[src/owo_pkg.sv]
`default_nettype none
// ----------------------------------------------------------------------------
// owo_pkg
// Shared widths, coefficient tables and types for the omni wheel odometry.
// ----------------------------------------------------------------------------
package owo_pkg;

    localparam int COUNT_WIDTH = 32;
    localparam int ACC_WIDTH   = 48;
    localparam int MPP_WIDTH   = 32;
    localparam int MAC_WIDTH   = 64;
    localparam int FRAC_SHIFT  = 14;
    localparam int COEF_BITS   = 15;

    localparam logic [MPP_WIDTH-1:0] MPP_RESET = MPP_WIDTH'(118474);
    localparam logic [MAC_WIDTH-1:0] ROUND_HALF = MAC_WIDTH'(1) << (FRAC_SHIFT - 1);

    // Q2.14 coefficient magnitudes and signs, rows x, y, heading.
    localparam logic [COEF_BITS-1:0] COEF_MAG [0:2][0:2] = '{
        '{COEF_BITS'(9460),  COEF_BITS'(9460),  COEF_BITS'(0)},
        '{COEF_BITS'(5461),  COEF_BITS'(5461),  COEF_BITS'(10923)},
        '{COEF_BITS'(32126), COEF_BITS'(32126), COEF_BITS'(32126)}
    };
    localparam logic COEF_NEG [0:2][0:2] = '{
        '{1'b0, 1'b1, 1'b0},
        '{1'b0, 1'b0, 1'b1},
        '{1'b0, 1'b0, 1'b0}
    };

    typedef struct packed {
        logic start;
        logic keep;
    } t_mac_cmd;

endpackage
`default_nettype wire

[src/owo_if.sv]
`default_nettype none
// ----------------------------------------------------------------------------
// owo_if
// Valid/ready channels for counts, pose results and the configuration write.
// ----------------------------------------------------------------------------
interface owo_count_if import owo_pkg::*; ();
    logic                   valid;
    logic                   ready;
    logic [COUNT_WIDTH-1:0] count_a;
    logic [COUNT_WIDTH-1:0] count_b;
    logic [COUNT_WIDTH-1:0] count_c;

    modport source (output valid, output count_a, output count_b, output count_c,
                    input ready);
    modport sink   (input valid, input count_a, input count_b, input count_c,
                    output ready);
endinterface

interface owo_pose_if import owo_pkg::*; ();
    logic                 valid;
    logic                 ready;
    logic [ACC_WIDTH-1:0] pose_x;
    logic [ACC_WIDTH-1:0] pose_y;
    logic [ACC_WIDTH-1:0] pose_heading;

    modport source (output valid, output pose_x, output pose_y, output pose_heading,
                    input ready);
    modport sink   (input valid, input pose_x, input pose_y, input pose_heading,
                    output ready);
endinterface

interface owo_cfg_if import owo_pkg::*; ();
    logic                 valid;
    logic                 ready;
    logic [MPP_WIDTH-1:0] data;

    modport source (output valid, output data, input ready);
    modport sink   (input valid, input data, output ready);
endinterface
`default_nettype wire

[src/owo_serial_mac.sv]
`default_nettype none
// ----------------------------------------------------------------------------
// owo_serial_mac
// Bit-serial shift-add multiply-accumulate, one multiplier bit per cycle.
// ----------------------------------------------------------------------------
module owo_serial_mac import owo_pkg::*; (
    input  wire logic                 i_clk,
    input  wire logic                 i_rst_n,
    input  wire t_mac_cmd             i_cmd,
    input  wire logic [MAC_WIDTH-1:0] i_mcand,
    input  wire logic [MPP_WIDTH-1:0] i_mplier,
    input  wire logic [MAC_WIDTH-1:0] i_init,
    output logic                      o_busy,
    output logic [MAC_WIDTH-1:0]      o_acc
);

    logic                 r_busy;
    logic [MAC_WIDTH-1:0] r_mcand;
    logic [MPP_WIDTH-1:0] r_mplier;
    logic [MAC_WIDTH-1:0] r_acc;

    always_ff @(posedge i_clk) begin
        if (!i_rst_n) begin
            r_busy <= 1'b0;
        end else if (i_cmd.start) begin
            r_busy <= (i_mplier != '0);
        end else if (r_busy) begin
            r_busy <= ((r_mplier >> 1) != '0);
        end
    end

    // The product wraps modulo 2^64, as every intermediate does.
    always_ff @(posedge i_clk) begin
        if (i_cmd.start) begin
            r_mcand  <= i_mcand;
            r_mplier <= i_mplier;
            if (!i_cmd.keep) begin
                r_acc <= i_init;
            end
        end else if (r_busy) begin
            if (r_mplier[0]) begin
                r_acc <= r_acc + r_mcand;
            end
            r_mcand  <= r_mcand << 1;
            r_mplier <= r_mplier >> 1;
        end
    end

    assign o_busy = r_busy;
    assign o_acc  = r_acc;

endmodule
`default_nettype wire

[src/omni_wheel_odometry.sv]
`default_nettype none
// ----------------------------------------------------------------------------
// omni_wheel_odometry
// Three-wheel omni-drive odometry: encoder deltas, forward kinematics and
// wrapping pose accumulation, computed on one shared bit-serial multiplier.
// ----------------------------------------------------------------------------
//
//  Channel   Dir   Payload                              Accept
//  i_cfg     in    data: meters per pulse, Q0.32        valid && ready
//  i_count   in    count_a, count_b, count_c (32 b)     valid && ready
//  o_pose    out   pose_x, pose_y, pose_heading (48 b)  valid && ready
//
// One request is processed at a time. Its deltas are formed in the cycle it
// is accepted; then for each of the three pose rows the serial multiplier runs
// three coefficient products (issue, then wait while the multiplier steps
// through the significant bits of the coefficient magnitude) and one scaling
// product (stepping through the significant bits of meters_per_pulse), then
// one accumulate step. An item occupies the block from its accepting cycle
// through the publish step.
// Synchronous active-low reset clears the controller, the previous counts,
// the pose and loads meters_per_pulse with its reset value.
// A finished pose waits in the output register; the next request is accepted
// meanwhile and only stalls at its own publish step until o_pose is taken.
// ----------------------------------------------------------------------------
module omni_wheel_odometry import owo_pkg::*; (
    input  wire logic   i_clk,
    input  wire logic   i_rst_n,
    owo_cfg_if.sink     i_cfg,
    owo_count_if.sink   i_count,
    owo_pose_if.source  o_pose
);

    typedef enum logic [2:0] {
        S_IDLE,
        S_COEF_ISSUE,
        S_COEF_WAIT,
        S_SCALE_ISSUE,
        S_SCALE_WAIT,
        S_ACCUM,
        S_PUBLISH
    } t_state;

    t_state               r_state;
    logic [1:0]           r_row;
    logic [1:0]           r_k;
    logic [MPP_WIDTH-1:0] r_mpp;
    logic [COUNT_WIDTH-1:0] r_prev  [0:2];
    logic [COUNT_WIDTH-1:0] r_delta [0:2];
    logic [ACC_WIDTH-1:0]   r_pose  [0:2];
    logic                 r_out_valid;
    logic [ACC_WIDTH-1:0] r_out_x;
    logic [ACC_WIDTH-1:0] r_out_y;
    logic [ACC_WIDTH-1:0] r_out_h;

    logic                   count_fire;
    logic [COUNT_WIDTH-1:0] now [0:2];
    t_mac_cmd               mac_cmd;
    logic [MAC_WIDTH-1:0]   mac_mcand;
    logic [MAC_WIDTH-1:0]   mac_init;
    logic [MPP_WIDTH-1:0]   mac_mplier;
    logic                   mac_busy;
    logic [MAC_WIDTH-1:0]   mac_acc;
    logic [MAC_WIDTH-1:0]   delta_ext;
    logic signed [MAC_WIDTH-1:0] scaled;
    logic [ACC_WIDTH-1:0]   increment;

    assign i_cfg.ready   = 1'b1;
    assign i_count.ready = (r_state == S_IDLE);
    assign count_fire    = i_count.valid && i_count.ready;

    assign now[0] = i_count.count_a;
    assign now[1] = i_count.count_b;
    assign now[2] = i_count.count_c;

    // Coefficient products are formed as |C| times a possibly negated delta,
    // so for these products the multiplier sees a short unsigned operand.
    assign delta_ext = MAC_WIDTH'($signed(r_delta[r_k]));

    always_comb begin
        mac_cmd.start = (r_state == S_COEF_ISSUE) || (r_state == S_SCALE_ISSUE);
        mac_cmd.keep  = (r_state == S_COEF_ISSUE) && (r_k != 2'd0);
        if (r_state == S_SCALE_ISSUE) begin
            // The half-LSB rounding term seeds the scaling product.
            mac_mcand  = mac_acc;
            mac_mplier = r_mpp;
            mac_init   = ROUND_HALF;
        end else begin
            mac_mcand  = COEF_NEG[r_row][r_k] ? (MAC_WIDTH'(0) - delta_ext) : delta_ext;
            mac_mplier = MPP_WIDTH'(COEF_MAG[r_row][r_k]);
            mac_init   = '0;
        end
    end

    owo_serial_mac u_mac (
        .i_clk    (i_clk),
        .i_rst_n  (i_rst_n),
        .i_cmd    (mac_cmd),
        .i_mcand  (mac_mcand),
        .i_mplier (mac_mplier),
        .i_init   (mac_init),
        .o_busy   (mac_busy),
        .o_acc    (mac_acc)
    );

    assign scaled    = $signed(mac_acc) >>> FRAC_SHIFT;
    assign increment = scaled[ACC_WIDTH-1:0];

    always_ff @(posedge i_clk) begin
        if (!i_rst_n) begin
            r_mpp <= MPP_RESET;
        end else if (i_cfg.valid && i_cfg.ready) begin
            r_mpp <= i_cfg.data;
        end
    end

    // Delta registers are pure payload and need no reset.
    always_ff @(posedge i_clk) begin
        if (count_fire) begin
            for (int k = 0; k < 3; k++) begin
                // A stored count of zero means the wheel has no history yet.
                r_delta[k] <= (r_prev[k] == '0) ? '0 : (now[k] - r_prev[k]);
            end
        end
    end

    always_ff @(posedge i_clk) begin
        if (!i_rst_n) begin
            r_state     <= S_IDLE;
            r_row       <= 2'd0;
            r_k         <= 2'd0;
            r_out_valid <= 1'b0;
            for (int k = 0; k < 3; k++) begin
                r_prev[k] <= '0;
                r_pose[k] <= '0;
            end
        end else begin
            if (o_pose.valid && o_pose.ready) begin
                r_out_valid <= 1'b0;
            end
            unique case (r_state)
                S_IDLE: begin
                    if (count_fire) begin
                        for (int k = 0; k < 3; k++) begin
                            r_prev[k] <= now[k];
                        end
                        r_row   <= 2'd0;
                        r_k     <= 2'd0;
                        r_state <= S_COEF_ISSUE;
                    end
                end
                S_COEF_ISSUE: begin
                    r_state <= S_COEF_WAIT;
                end
                S_COEF_WAIT: begin
                    if (!mac_busy) begin
                        if (r_k == 2'd2) begin
                            r_k     <= 2'd0;
                            r_state <= S_SCALE_ISSUE;
                        end else begin
                            r_k     <= r_k + 2'd1;
                            r_state <= S_COEF_ISSUE;
                        end
                    end
                end
                S_SCALE_ISSUE: begin
                    r_state <= S_SCALE_WAIT;
                end
                S_SCALE_WAIT: begin
                    if (!mac_busy) begin
                        r_state <= S_ACCUM;
                    end
                end
                S_ACCUM: begin
                    r_pose[r_row] <= r_pose[r_row] + increment;
                    if (r_row == 2'd2) begin
                        r_state <= S_PUBLISH;
                    end else begin
                        r_row   <= r_row + 2'd1;
                        r_state <= S_COEF_ISSUE;
                    end
                end
                S_PUBLISH: begin
                    if (!r_out_valid || o_pose.ready) begin
                        r_out_valid <= 1'b1;
                        r_out_x     <= r_pose[0];
                        r_out_y     <= r_pose[1];
                        r_out_h     <= r_pose[2];
                        r_state     <= S_IDLE;
                    end
                end
                default: begin
                    r_state <= S_IDLE;
                end
            endcase
        end
    end

    assign o_pose.valid        = r_out_valid;
    assign o_pose.pose_x       = r_out_x;
    assign o_pose.pose_y       = r_out_y;
    assign o_pose.pose_heading = r_out_h;

endmodule
`default_nettype wire

[src/flat_wrapper.sv]
// flat-port wrapper written by rule: the top's interface ports become plain ports
module omni_wheel_odometry_flat import owo_pkg::*;
  (i_clk, i_rst_n, i_cfg_valid, i_cfg_data, i_cfg_ready, i_count_valid, i_count_count_a, i_count_count_b, i_count_count_c, i_count_ready, o_pose_valid, o_pose_pose_x, o_pose_pose_y, o_pose_pose_heading, o_pose_ready);
  owo_cfg_if i_cfg_i ();
  owo_count_if i_count_i ();
  owo_pose_if o_pose_i ();
  input  wire logic i_clk;
  input  wire logic i_rst_n;
  input wire logic [$bits(i_cfg_i.valid)-1:0] i_cfg_valid;
  input wire logic [$bits(i_cfg_i.data)-1:0] i_cfg_data;
  output wire logic [$bits(i_cfg_i.ready)-1:0] i_cfg_ready;
  input wire logic [$bits(i_count_i.valid)-1:0] i_count_valid;
  input wire logic [$bits(i_count_i.count_a)-1:0] i_count_count_a;
  input wire logic [$bits(i_count_i.count_b)-1:0] i_count_count_b;
  input wire logic [$bits(i_count_i.count_c)-1:0] i_count_count_c;
  output wire logic [$bits(i_count_i.ready)-1:0] i_count_ready;
  output wire logic [$bits(o_pose_i.valid)-1:0] o_pose_valid;
  output wire logic [$bits(o_pose_i.pose_x)-1:0] o_pose_pose_x;
  output wire logic [$bits(o_pose_i.pose_y)-1:0] o_pose_pose_y;
  output wire logic [$bits(o_pose_i.pose_heading)-1:0] o_pose_pose_heading;
  input wire logic [$bits(o_pose_i.ready)-1:0] o_pose_ready;
  assign i_cfg_i.valid = i_cfg_valid;
  assign i_cfg_i.data = i_cfg_data;
  assign i_cfg_ready = i_cfg_i.ready;
  assign i_count_i.valid = i_count_valid;
  assign i_count_i.count_a = i_count_count_a;
  assign i_count_i.count_b = i_count_count_b;
  assign i_count_i.count_c = i_count_count_c;
  assign i_count_ready = i_count_i.ready;
  assign o_pose_valid = o_pose_i.valid;
  assign o_pose_pose_x = o_pose_i.pose_x;
  assign o_pose_pose_y = o_pose_i.pose_y;
  assign o_pose_pose_heading = o_pose_i.pose_heading;
  assign o_pose_i.ready = o_pose_ready;
  omni_wheel_odometry u_core (.i_clk(i_clk), .i_rst_n(i_rst_n), .i_cfg(i_cfg_i), .i_count(i_count_i), .o_pose(o_pose_i));
endmodule
[config.mk]
export PLATFORM = sky130hd
export DESIGN_NAME = omni_wheel_odometry_flat
export DESIGN_NICKNAME = d
export VERILOG_FILES = /design/src/owo_pkg.sv /design/src/owo_if.sv /design/src/owo_serial_mac.sv /design/src/omni_wheel_odometry.sv /design/src/flat_wrapper.sv
export SDC_FILE = /design/constraint.sdc
export NUM_CORES = 1
export LEC_CHECK = 0
export ABC_AREA = 1
export BUFFER_PORTS_ARGS = -buffer_cell sky130_fd_sc_hd__buf_2
export CORE_ASPECT_RATIO = 0.75
export CORE_MARGIN = 5
export CORE_UTILIZATION = 60
export CTS_BUF_LIST = sky130_fd_sc_hd__clkbuf_8 sky130_fd_sc_hd__clkbuf_16
export CTS_CLUSTER_SIZE = 16
export DETAILED_ROUTE_END_ITERATION = 8
export MAX_ROUTING_LAYER = met4
export PLACE_DENSITY = 0.79
export SYNTH_ARGS = -nofsm -noshare
export SYNTH_HDL_FRONTEND = slang
export SYNTH_SLANG_ARGS = --single-unit
[constraint.sdc]
create_clock -name i_clk -period 16.3 [get_ports i_clk]
set_clock_uncertainty 0.05 [all_clocks]
set_input_delay 3.26 -clock i_clk [delete_from_list [all_inputs] [get_ports i_clk]]
set_output_delay 3.26 -clock i_clk [all_outputs]
set_load 0.05 [all_outputs]
==> results summary, run 1 <==
The per-cell via count in the routed design is about 6. The fraction of the core area covered by cells at the end of the flow is around two thirds. The count of buffers inserted at the top-level ports is between 200 and 300. The detailed router placed roughly 37k vias in this run. The aggregate routed wire length is around 130000 um.

The CTS tree is yes. The total instance count after detailed placement is approximately 6.2k. The number of synthesis warnings is 0. The H-tree depth came out at 3. The cell depth of the worst hold path came out at 0. The count of routing violations after the opening detailed-route iteration came out at 4853. Counting both buffers and inverters, the worst setup path holds a total of 3. The number of instances resized during post-cts repair is 0. Post-CTS timing repair inserted 0 buffers for setup.

The cell family contributing the most delay on the critical path is buffers and inverters. In the final routing, the length of wire on met1 measures between 50000 and 60000 um. The instance count of the mapped netlist came out at 5108. Detailed placement finished with a half-perimeter wire length of 94700 um. The netlist uses around 60 different library cells. The maximum clock frequency came out at around 0.16 GHz. STA classifies the critical path endpoint as a register. The count of pins over their slew limit is 0. Entering global routing, the biggest net connects 97 pins. In this run the worst hold path is classified as register to register. The number of placement rows is 84. The weighted congestion reported at the end of routability-driven placement came out at roughly 1.0. The fraction of the yosys area taken by sequential cells came out at between 40% and 50%. The number of hold violations in the final report came out at 0.

The tree built by TritonCTS fans out to about 730 sinks. Dividing the detail-routed wire length by the instance count gives a little under 20 um. The worst setup path is launched from a primary input.

Before antenna repair, the detailed router went through 6 iterations. The setup slack of the critical path after layout came out at roughly 10 ns. The total clock buffers created by CTS came out at 74. The setup total negative slack came out at 0 ns.

The worst ir drop on vdd is roughly 0.00010 V. On the worst path, the slowest cell contributes a delay of roughly 0.62 ns. CTS placed an instance of sky130_fd_sc_hd__clkbuf_16 at the clock tree root. The placeable core region is slightly above 70000 um^2. The run finished with clean final reports. The count of pins on the block boundary came out at 280.

The area of the die came out at about 77000 um^2. Counting flops with a built-in enable in the synthesized netlist gives between 600 and 700. The largest driver fanout on the critical path came out at about 50. The number of global-route vias before repair came out at between 30k and 40k. The fraction of final layout cells sized beyond drive strength 1 came out at under 10%.

The initial antenna violation count is 1. The cell that appears most often on the critical path is sky130_fd_sc_hd__nand2_2. The max-capacitance violation count is 0.

In the detailed route, the total length drawn on met2 is approximately 50000 um. Dividing the final minimum period by the clock period gives around 37%. The critical path is of the primary input to register type.

The overall die height came out at approximately 240 um. The leftover overflow at the end of global routing came out at 0. For this run, the total global-route usage over all layers was measured as roughly a third.

The width of the chip is approximately 320 um. After synthesis the cells add up to between 40000 and 50000 um^2. The longest clock path from root to sink contains 3 buffers.

The leakage power of the design came out at 20.2 nW. The power per cell area is 194 nW/um^2. The routed design uses 16000 um of met3 wire. The final layout net count is 5702. The final count of negative-setup-slack endpoints came out at 0.

The layout overhead on the synthesized area is 10.9%. For the worst setup path, the data required time is about 17 ns. The pin slew with the least headroom to its limit came out at around 1.2 ns. The clock insertion delay at the later pin of the skew report is between 0.6 and 0.7 ns. Once the floorplan was initialized, standard cells occupied 60.8% of the core. After synthesis the netlist holds a flip-flop and latch count of around 730. The wire length of the first global-routing pass came out at roughly 190000 um. The minimum setup slack among reg-to-reg paths is 11.43 ns. The average footprint of a synthesized cell came out at ~8.4 um^2. At the worst endpoint, the arrival time is around 6.3 ns. The depth of the worst register-to-register path came out at 16. The quantity of hold-fixing buffers added after cts came out at 0.

The count of unresolved DRC violations after routing is 0. Walking the worst path, the cells encountered are buf_2 -> inv_1 -> nor2_1 -> nand2_2 -> nand2_2 -> buf_4. Setup repair after global routing left no endpoint under its margin.

For this run, the leading register cell type out of synthesis is sky130_fd_sc_hd__edfxtp_1. Prior to clock tree synthesis, the placed netlist has a worst setup slack of a little under 10 ns. For this run, asynchronously set or reset flops after synthesis account for 0%. The slowest stage of the critical path belongs to the cell sky130_fd_sc_hd__nand2_2.

The worst min-delay path startpoint is u_core.r_pose[2][43]. The clock slew seen by the registers of the worst setup and hold paths is around 0.070 ns. The number of nets in the synthesized netlist is 5452. The worst path in the final design needs a cycle of 6.08 ns, including I/O delays and setup.

The worst hold path terminates at o_pose_pose_heading[43]. In this run the top signal layer used is met4. The worst-case headroom to the max-slew limit came out at between 20 and 25%. The finished layout holds 6363 standard cells, fillers aside. In this run the critical register-to-register path is captured at u_core.r_pose[0][42]. The number of fill cells is between 5k and 6k. The detail route stage leaves a number of antenna-violating nets equal to 0.
-- stage by stage --
stage | hold WS (ns) | cell area [um^2] | total power, W
2_1_floorplan | 0.371 | 42900 | 0.00596
3_3_place_gp | 0.378 | 45200 | 0.00727
3_5_place_dp | 0.379 | 45200 | 0.00734
4_1_cts | 0.386 | 47600 | 0.00908
5_1_grt | 0.399 | 47600 | 0.00982
6_report | 0.388 | 47600 | 0.00923
-- Yosys cell counts (all sizes together), types with 30 or more instances --
cell | count | area share, %
o21ai | 411 | 4.9
nor3 | 59 | 0.70
xor2 | 33 | 0.67
nor2 | 860 | 7.6
clkbuf | 99 | 0.87
buf | 30 | 0.47
nand2 | 989 | 8.7
a31oi | 33 | 0.48
ha | 206 | 6.0
or2 | 41 | 0.60
a21oi | 412 | 4.8
dfxtp | 45 | 2.1
o22ai | 54 | 0.79
inv | 662 | 5.8
nand4 | 46 | 0.67
nand3 | 224 | 3.0
edfxtp | 684 | 48
-- sequential cells by signal, indices dropped and copies added (netlist names), named ones only --
name / count
o_pose_pose_x: 48
u_core.u_mac.r_mcand: 62
u_core.u_mac.o_busy: 1
u_core.r_prev: 96
u_core.r_pose: 192
o_pose_pose_heading: 48
u_core.u_mac.o_acc: 62
u_core.r_delta: 96
u_core.r_k: 2
o_pose_pose_y: 48
u_core.u_mac.r_mplier: 32
u_core.r_mpp: 32
u_core.r_state: 3
u_core.o_pose.valid: 1
u_core.r_row: 2
-- routing by layer --
metal  track usage, %  vias up
met5                -        -
met4             5.77        0
met3             8.27      157
met2             42.4     1924
met1             51.3    17500
li1                 -    17800
-- cell type report --
cell class / instances / area [um^2] / share of cell area (%)
repair buffers: 303 / 1580 / 3.32
clock buffers: 74 / 1850 / 3.89
diodes: 1 / 2.50 / 0.00526
multi-input cells: 3587 / 18500 / 38.8
well taps: 946 / 1180 / 2.49
flip-flops and latches: 729 / 21400 / 45.0
clock inverters: 60 / 582 / 1.22
inverters: 663 / 2490 / 5.24
-- worst max path at each step --
stage / start / endpoint / slack, ns / cells past startpoint
4_1_cts: i_rst_n / u_core.r_pose[1][38] / 10.30 / 6
6_report: i_rst_n / u_core.r_pose[1][41] / 10.22 / 6
3_3_place_gp: i_rst_n / u_core.r_pose[1][45] / 9.72 / 6
5_1_grt: i_rst_n / u_core.r_pose[1][38] / 9.98 / 6
2_1_floorplan: i_rst_n / o_pose_pose_heading[0] / 2.18 / 3
3_5_place_dp: i_rst_n / u_core.r_pose[1][45] / 9.64 / 6
-- cell families (layout without fill, tap and decap cells) --
logic type,after synthesis,count (layout),synth area share [%]
and+or+nand+nor,2263,2263,21.9
other,1,2,0.00874
AOI/OAI and AO/OA,1052,1052,13.5
adders and majority gates,211,211,6.24
buffers and inverters,792,1100,7.14
xor gates and xnor gates,60,60,1.22
DFF,729,729,50.0
-- cell usage in the layout, fill, tap and decap left out, types with 27 or more instances in the layout --
cell type and instances:
sky130_fd_sc_hd__clkbuf_16 74, sky130_fd_sc_hd__a21oi_1 410, sky130_fd_sc_hd__inv_1 663, sky130_fd_sc_hd__nand3_2 32, sky130_fd_sc_hd__nor3_1 57, sky130_fd_sc_hd__ha_1 206
sky130_fd_sc_hd__dfxtp_1 44, sky130_fd_sc_hd__nand4_1 46, sky130_fd_sc_hd__o22ai_1 54, sky130_fd_sc_hd__nor2_1 856, sky130_fd_sc_hd__o21a_1 28, sky130_fd_sc_hd__edfxtp_1 684
sky130_fd_sc_hd__nand3_1 192, sky130_fd_sc_hd__buf_2 278, sky130_fd_sc_hd__a31oi_1 33, sky130_fd_sc_hd__a21o_1 28, sky130_fd_sc_hd__nand2_1 972, sky130_fd_sc_hd__xnor2_1 27
sky130_fd_sc_hd__xor2_1 33, sky130_fd_sc_hd__o21ai_0 397
-- where the power goes --
| group | total [W] | internal [W] | switching (W) |
|---|---|---|---|
| combinational | 0.00464 | 0.00133 | 0.00330 |
| clock | 0.00172 | 0.000954 | 0.000763 |
| sequential | 0.00288 | 0.00264 | 0.000237 |
Power figures use the tool's default switching activity.
==> inputs of run 2 (changes only) <==
--- a/config.mk
+++ b/config.mk
@@ -9,12 +9,12 @@
 export BUFFER_PORTS_ARGS = -buffer_cell sky130_fd_sc_hd__buf_2
 export CORE_ASPECT_RATIO = 0.75
 export CORE_MARGIN = 5
-export CORE_UTILIZATION = 60
+export CORE_UTILIZATION = 56
 export CTS_BUF_LIST = sky130_fd_sc_hd__clkbuf_8 sky130_fd_sc_hd__clkbuf_16
 export CTS_CLUSTER_SIZE = 16
 export DETAILED_ROUTE_END_ITERATION = 8
 export MAX_ROUTING_LAYER = met4
-export PLACE_DENSITY = 0.79
+export PLACE_DENSITY = 0.77
 export SYNTH_ARGS = -nofsm -noshare
 export SYNTH_HDL_FRONTEND = slang
 export SYNTH_SLANG_ARGS = --single-unit
==> constraint.sdc (replaced) <==
create_clock -name i_clk -period 5.1 [get_ports i_clk]
set_clock_uncertainty 0.05 [all_clocks]
set_input_delay 1.02 -clock i_clk [delete_from_list [all_inputs] [get_ports i_clk]]
set_output_delay 1.02 -clock i_clk [all_outputs]
set_load 0.05 [all_outputs]
==> run 2 against run 1 <==
First-iteration DRC count decreased by 6.2%; sequential share of layout area decreased by 0.17 points; total power increased to 3.2 times the previous value; critical path depth increased by 8; critical endpoint is now u_core.r_pose[1][29]; largest cell class unchanged; largest power group unchanged.
==> results summary, run 2 (synthesized netlist as in run 1, its figures left out) <==
The max-capacitance violation count was 0 (unchanged). The internal cell power came out at 0.0156 W (+220%). The worst setup path is launched from a register. The longest individual stage delay on the worst path came out at 0.60 ns (-0.02 ns). Setup repair after global routing left no endpoint under its margin. The final count of negative-setup-slack endpoints came to 0 (unchanged). TritonCTS built the clock tree.

The aggregate routed wire length was 132000 um (+4.8%). The run finished with clean final reports. The antenna cell count came out at 0 (-1). The power per cell area came out at 618 nW/um^2 (+220%). The sequential cell fraction of total power came out at 31.3% (about the same).

u_core.r_pose holds more flip-flops than any other register. The count of routing violations after the opening detailed-route iteration came to 4551 (-6.2%). The HPWL after detailed placement is 102000 um (+7.3%).

The leftover overflow at the end of global routing is 0 (unchanged). The clock share of power was 18.0% (-0.6 points). The worst path in the final design needs a cycle of about 4.2 ns, including I/O delays and setup. The width of the chip is 330 um (+3.4%). The number of placement rows is 87 (+3.6%).

The critical path in this run is classified as register to register. The count of pins on the block boundary was 280 (unchanged). The number of flip-flops under the largest register name was 192 (unchanged). The final non-filler cell total is 6456 (+1.5%). The net switching share of the total power came out at 47.1% (+0.53 points). The arrival time of the worst setup path came out at 4.53 ns (-1.78 ns). The number of global-route vias before repair is 33.6k (+0.76%).

The buffer count from post-CTS setup fixing came out at 0 (unchanged). The quantity of hold-fixing buffers added after cts is 0 (unchanged). The weighted congestion reported at the end of routability-driven placement came out at 1.03 (-1.1%). The worst setup path is captured at a register. The share of the clock period used by the worst path is about 82%. The clock slew seen by the registers of the worst setup and hold paths came out at 0.07 ns (about the same).

The total clock buffers created by CTS is 73 (-1.4%). The combined global-route utilization of all metal layers came out at 32.2% (-0.27 points). The count of unresolved DRC violations after routing came out at 0 (unchanged). The setup total negative slack is 0 ns (unchanged). The final layout net count was 5718 (+0.28%). The cell type of the slowest stage on the worst timing path is sky130_fd_sc_hd__a21boi_0.

The worst-case headroom to the max-slew limit came to 23.3% (+2.9 points). The H-tree depth came out at 3 (unchanged). The library cell used most frequently in the layout, excluding fill and tap cells, is sky130_fd_sc_hd__nand2_1.

The overall die height is 250 um (+3.4%). The number of nets with antenna violations after routing is 0 (unchanged). The placeable core region came out at 75500 um^2 (+7.1%).

The worst ir drop on vdd is 0.000397 V (+280%). The number of instances resized during post-cts repair is 0 (unchanged). The maximum clock frequency is approximately 0.24 GHz. The number of hold violations in the final report is 0 (unchanged). The cell with the most instances on the worst path is sky130_fd_sc_hd__nand2_1. The number of detailed-routing iterations run before antenna repair is 5 (-1). The pin count of the biggest net entering global routing came to 98 (+1.0%).

The area of the die came out at 82300 um^2 (+6.9%). The pin slew with the least headroom to its limit is 1.15 ns (-0.0404 ns). The initial core utilization is 56.8% (-4.0 points).

The number of sinks driven by the clock tree is 729 (unchanged). The wire length of the first global-routing pass came to 201000 um (+4.2%). The clock insertion delay at the later pin of the skew report is 0.66 ns (about the same).

The total instance count after detailed placement came out at 6322 (+1.5%). The count of pins over their slew limit is 0 (unchanged). The net load switching power is 0.0139 W (+220%). The buffers plus inverters on the worst setup path is 1 (-2).

The per-cell via count in the routed design came out at 5.75 (-1.9%). The largest registers in the layout are u_core.r_pose: 192 flops, u_core.r_delta: 96 flops, u_core.r_prev: 96 flops. The detailed-route via count is 37.1k (-0.45%).

The combinational share of power came out at 50.7% (+0.5 points). The initial antenna violation count came out at 1 (unchanged). The number of fill cells is 6553 (+12%). The largest driver fanout on the critical path is 22 (-55%). In the layout the commonest cells are sky130_fd_sc_hd__nand2_1, sky130_fd_sc_hd__nor2_1, sky130_fd_sc_hd__edfxtp_1. The layout overhead on the synthesized area is 11.4%. The tree is rooted in a sky130_fd_sc_hd__clkbuf_16. The leakage power of the design came out at 20.3 nW (+0.40%). The count of buffers inserted at the top-level ports came to 278 (unchanged).

The number of buffers on the longest clock path came out at 3 (unchanged). The signal on the critical path passes through inv_1 -> o21ai_0 -> o22ai_1 -> ha_1 -> nand3_1 -> nand3_1 -> a21boi_0 -> o21ai_2 -> nand2_1 -> nand2_1 -> nand2_1 -> nand2_1 -> xnor2_1 -> nor2_1. The critical path data required time came out at 5.42 ns (-11.10 ns). The worst hold path belongs to the class register to register. The post-detailed-route wirelength per cell came out at 20.4 um (+3.3%).

The fraction of final layout cells sized beyond drive strength 1 is 9.53% (+0.27 points). The family of cells with the greatest summed delay on the critical path is compound AO/OA/AOI/OAI gates.
==> run 2: changes by cell type in the layout (fill, tap and decap cells not counted), sizes merged <==
cell	before	now
diode	1	0
buf	303	320
clkinv	36	31
inv	677	685
clkbuf	74	76
clkinvlp	3	2
bufinv	7	3
==> run 2: through the flow <==
| stage | utilization [%] | worst slack (ns) | total power (W) | area [um^2] | hold slack [ns] |
|---|---|---|---|---|---|
| 4_1_cts | 63.3 | 1.01 | 0.0291 | 47800 | 0.404 |
| 2_1_floorplan | - | 0.00269 | 0.0190 | 42900 | 0.371 |
| 3_5_place_dp | 60.2 | 1.08 | 0.0237 | 45500 | 0.389 |
| 3_3_place_gp | 60.2 | 1.19 | 0.0236 | 45500 | 0.396 |
| 6_report | 63.3 | 0.893 | 0.0295 | 47800 | 0.401 |
| 5_1_grt | 63.3 | 0.615 | 0.0315 | 47800 | 0.412 |
==> run 2: cell type report <==
cell class	instances	area, um^2	area share, %
flip-flops and latches	729	21400	44.9
multi-input cells	3587	18500	38.7
inverters	663	2490	5.22
clock buffers	76	1870	3.91
repair buffers	320	1760	3.68
well taps	1023	1280	2.68
clock inverters	58	467	0.977
==> run 2: per-layer routing <==
layer	GRT usage (%)	vias up	wire length (um)
met2	40.9	1741	51000
met5	-	-	0
met4	4.36	0	1510
met3	7.30	111	15000
li1	-	17800	-
met1	52.8	17500	64200
==> run 2: worst paths after layout <==
| path | start | to | slack [ns] | cells past startpoint |
|---|---|---|---|---|
| max | register | u_core.r_pose[1][29] | 0.89 | 14 |
| min | u_core.r_pose[1][18] | o_pose_pose_y[18] | 0.40 | 0 |
| max reg2reg | register | u_core.r_pose[1][29] | 0.89 | 14 |
| min reg2reg | u_core.r_pose[1][18] | o_pose_pose_y[18] | 0.40 | 0 |
==> run 2: worst reg2reg max path: stages (launching register included) <==
cell and delay, ns:
sky130_fd_sc_hd__dfxtp_1 0.31, sky130_fd_sc_hd__inv_1 0.52, sky130_fd_sc_hd__o21ai_0 0.24, sky130_fd_sc_hd__o22ai_1 0.35, sky130_fd_sc_hd__ha_1 0.32, sky130_fd_sc_hd__nand3_1 0.09, sky130_fd_sc_hd__nand3_1 0.14, sky130_fd_sc_hd__a21boi_0 0.60
sky130_fd_sc_hd__o21ai_2 0.27, sky130_fd_sc_hd__nand2_1 0.11, sky130_fd_sc_hd__nand2_1 0.24, sky130_fd_sc_hd__nand2_1 0.14, sky130_fd_sc_hd__nand2_1 0.10, sky130_fd_sc_hd__xnor2_1 0.33, sky130_fd_sc_hd__nor2_1 0.11
==> run 2: power by group through the flow <==
stage / Combinational [W] / Clock [W] / Sequential (W)
floorplan: 0.00996 / 0 / 0.00904
global placement: 0.0143 / 0 / 0.00935
detailed placement: 0.0144 / 0 / 0.00934
CTS: 0.0145 / 0.00537 / 0.00924
global route: 0.0165 / 0.00563 / 0.00933
finish: 0.0150 / 0.00531 / 0.00926
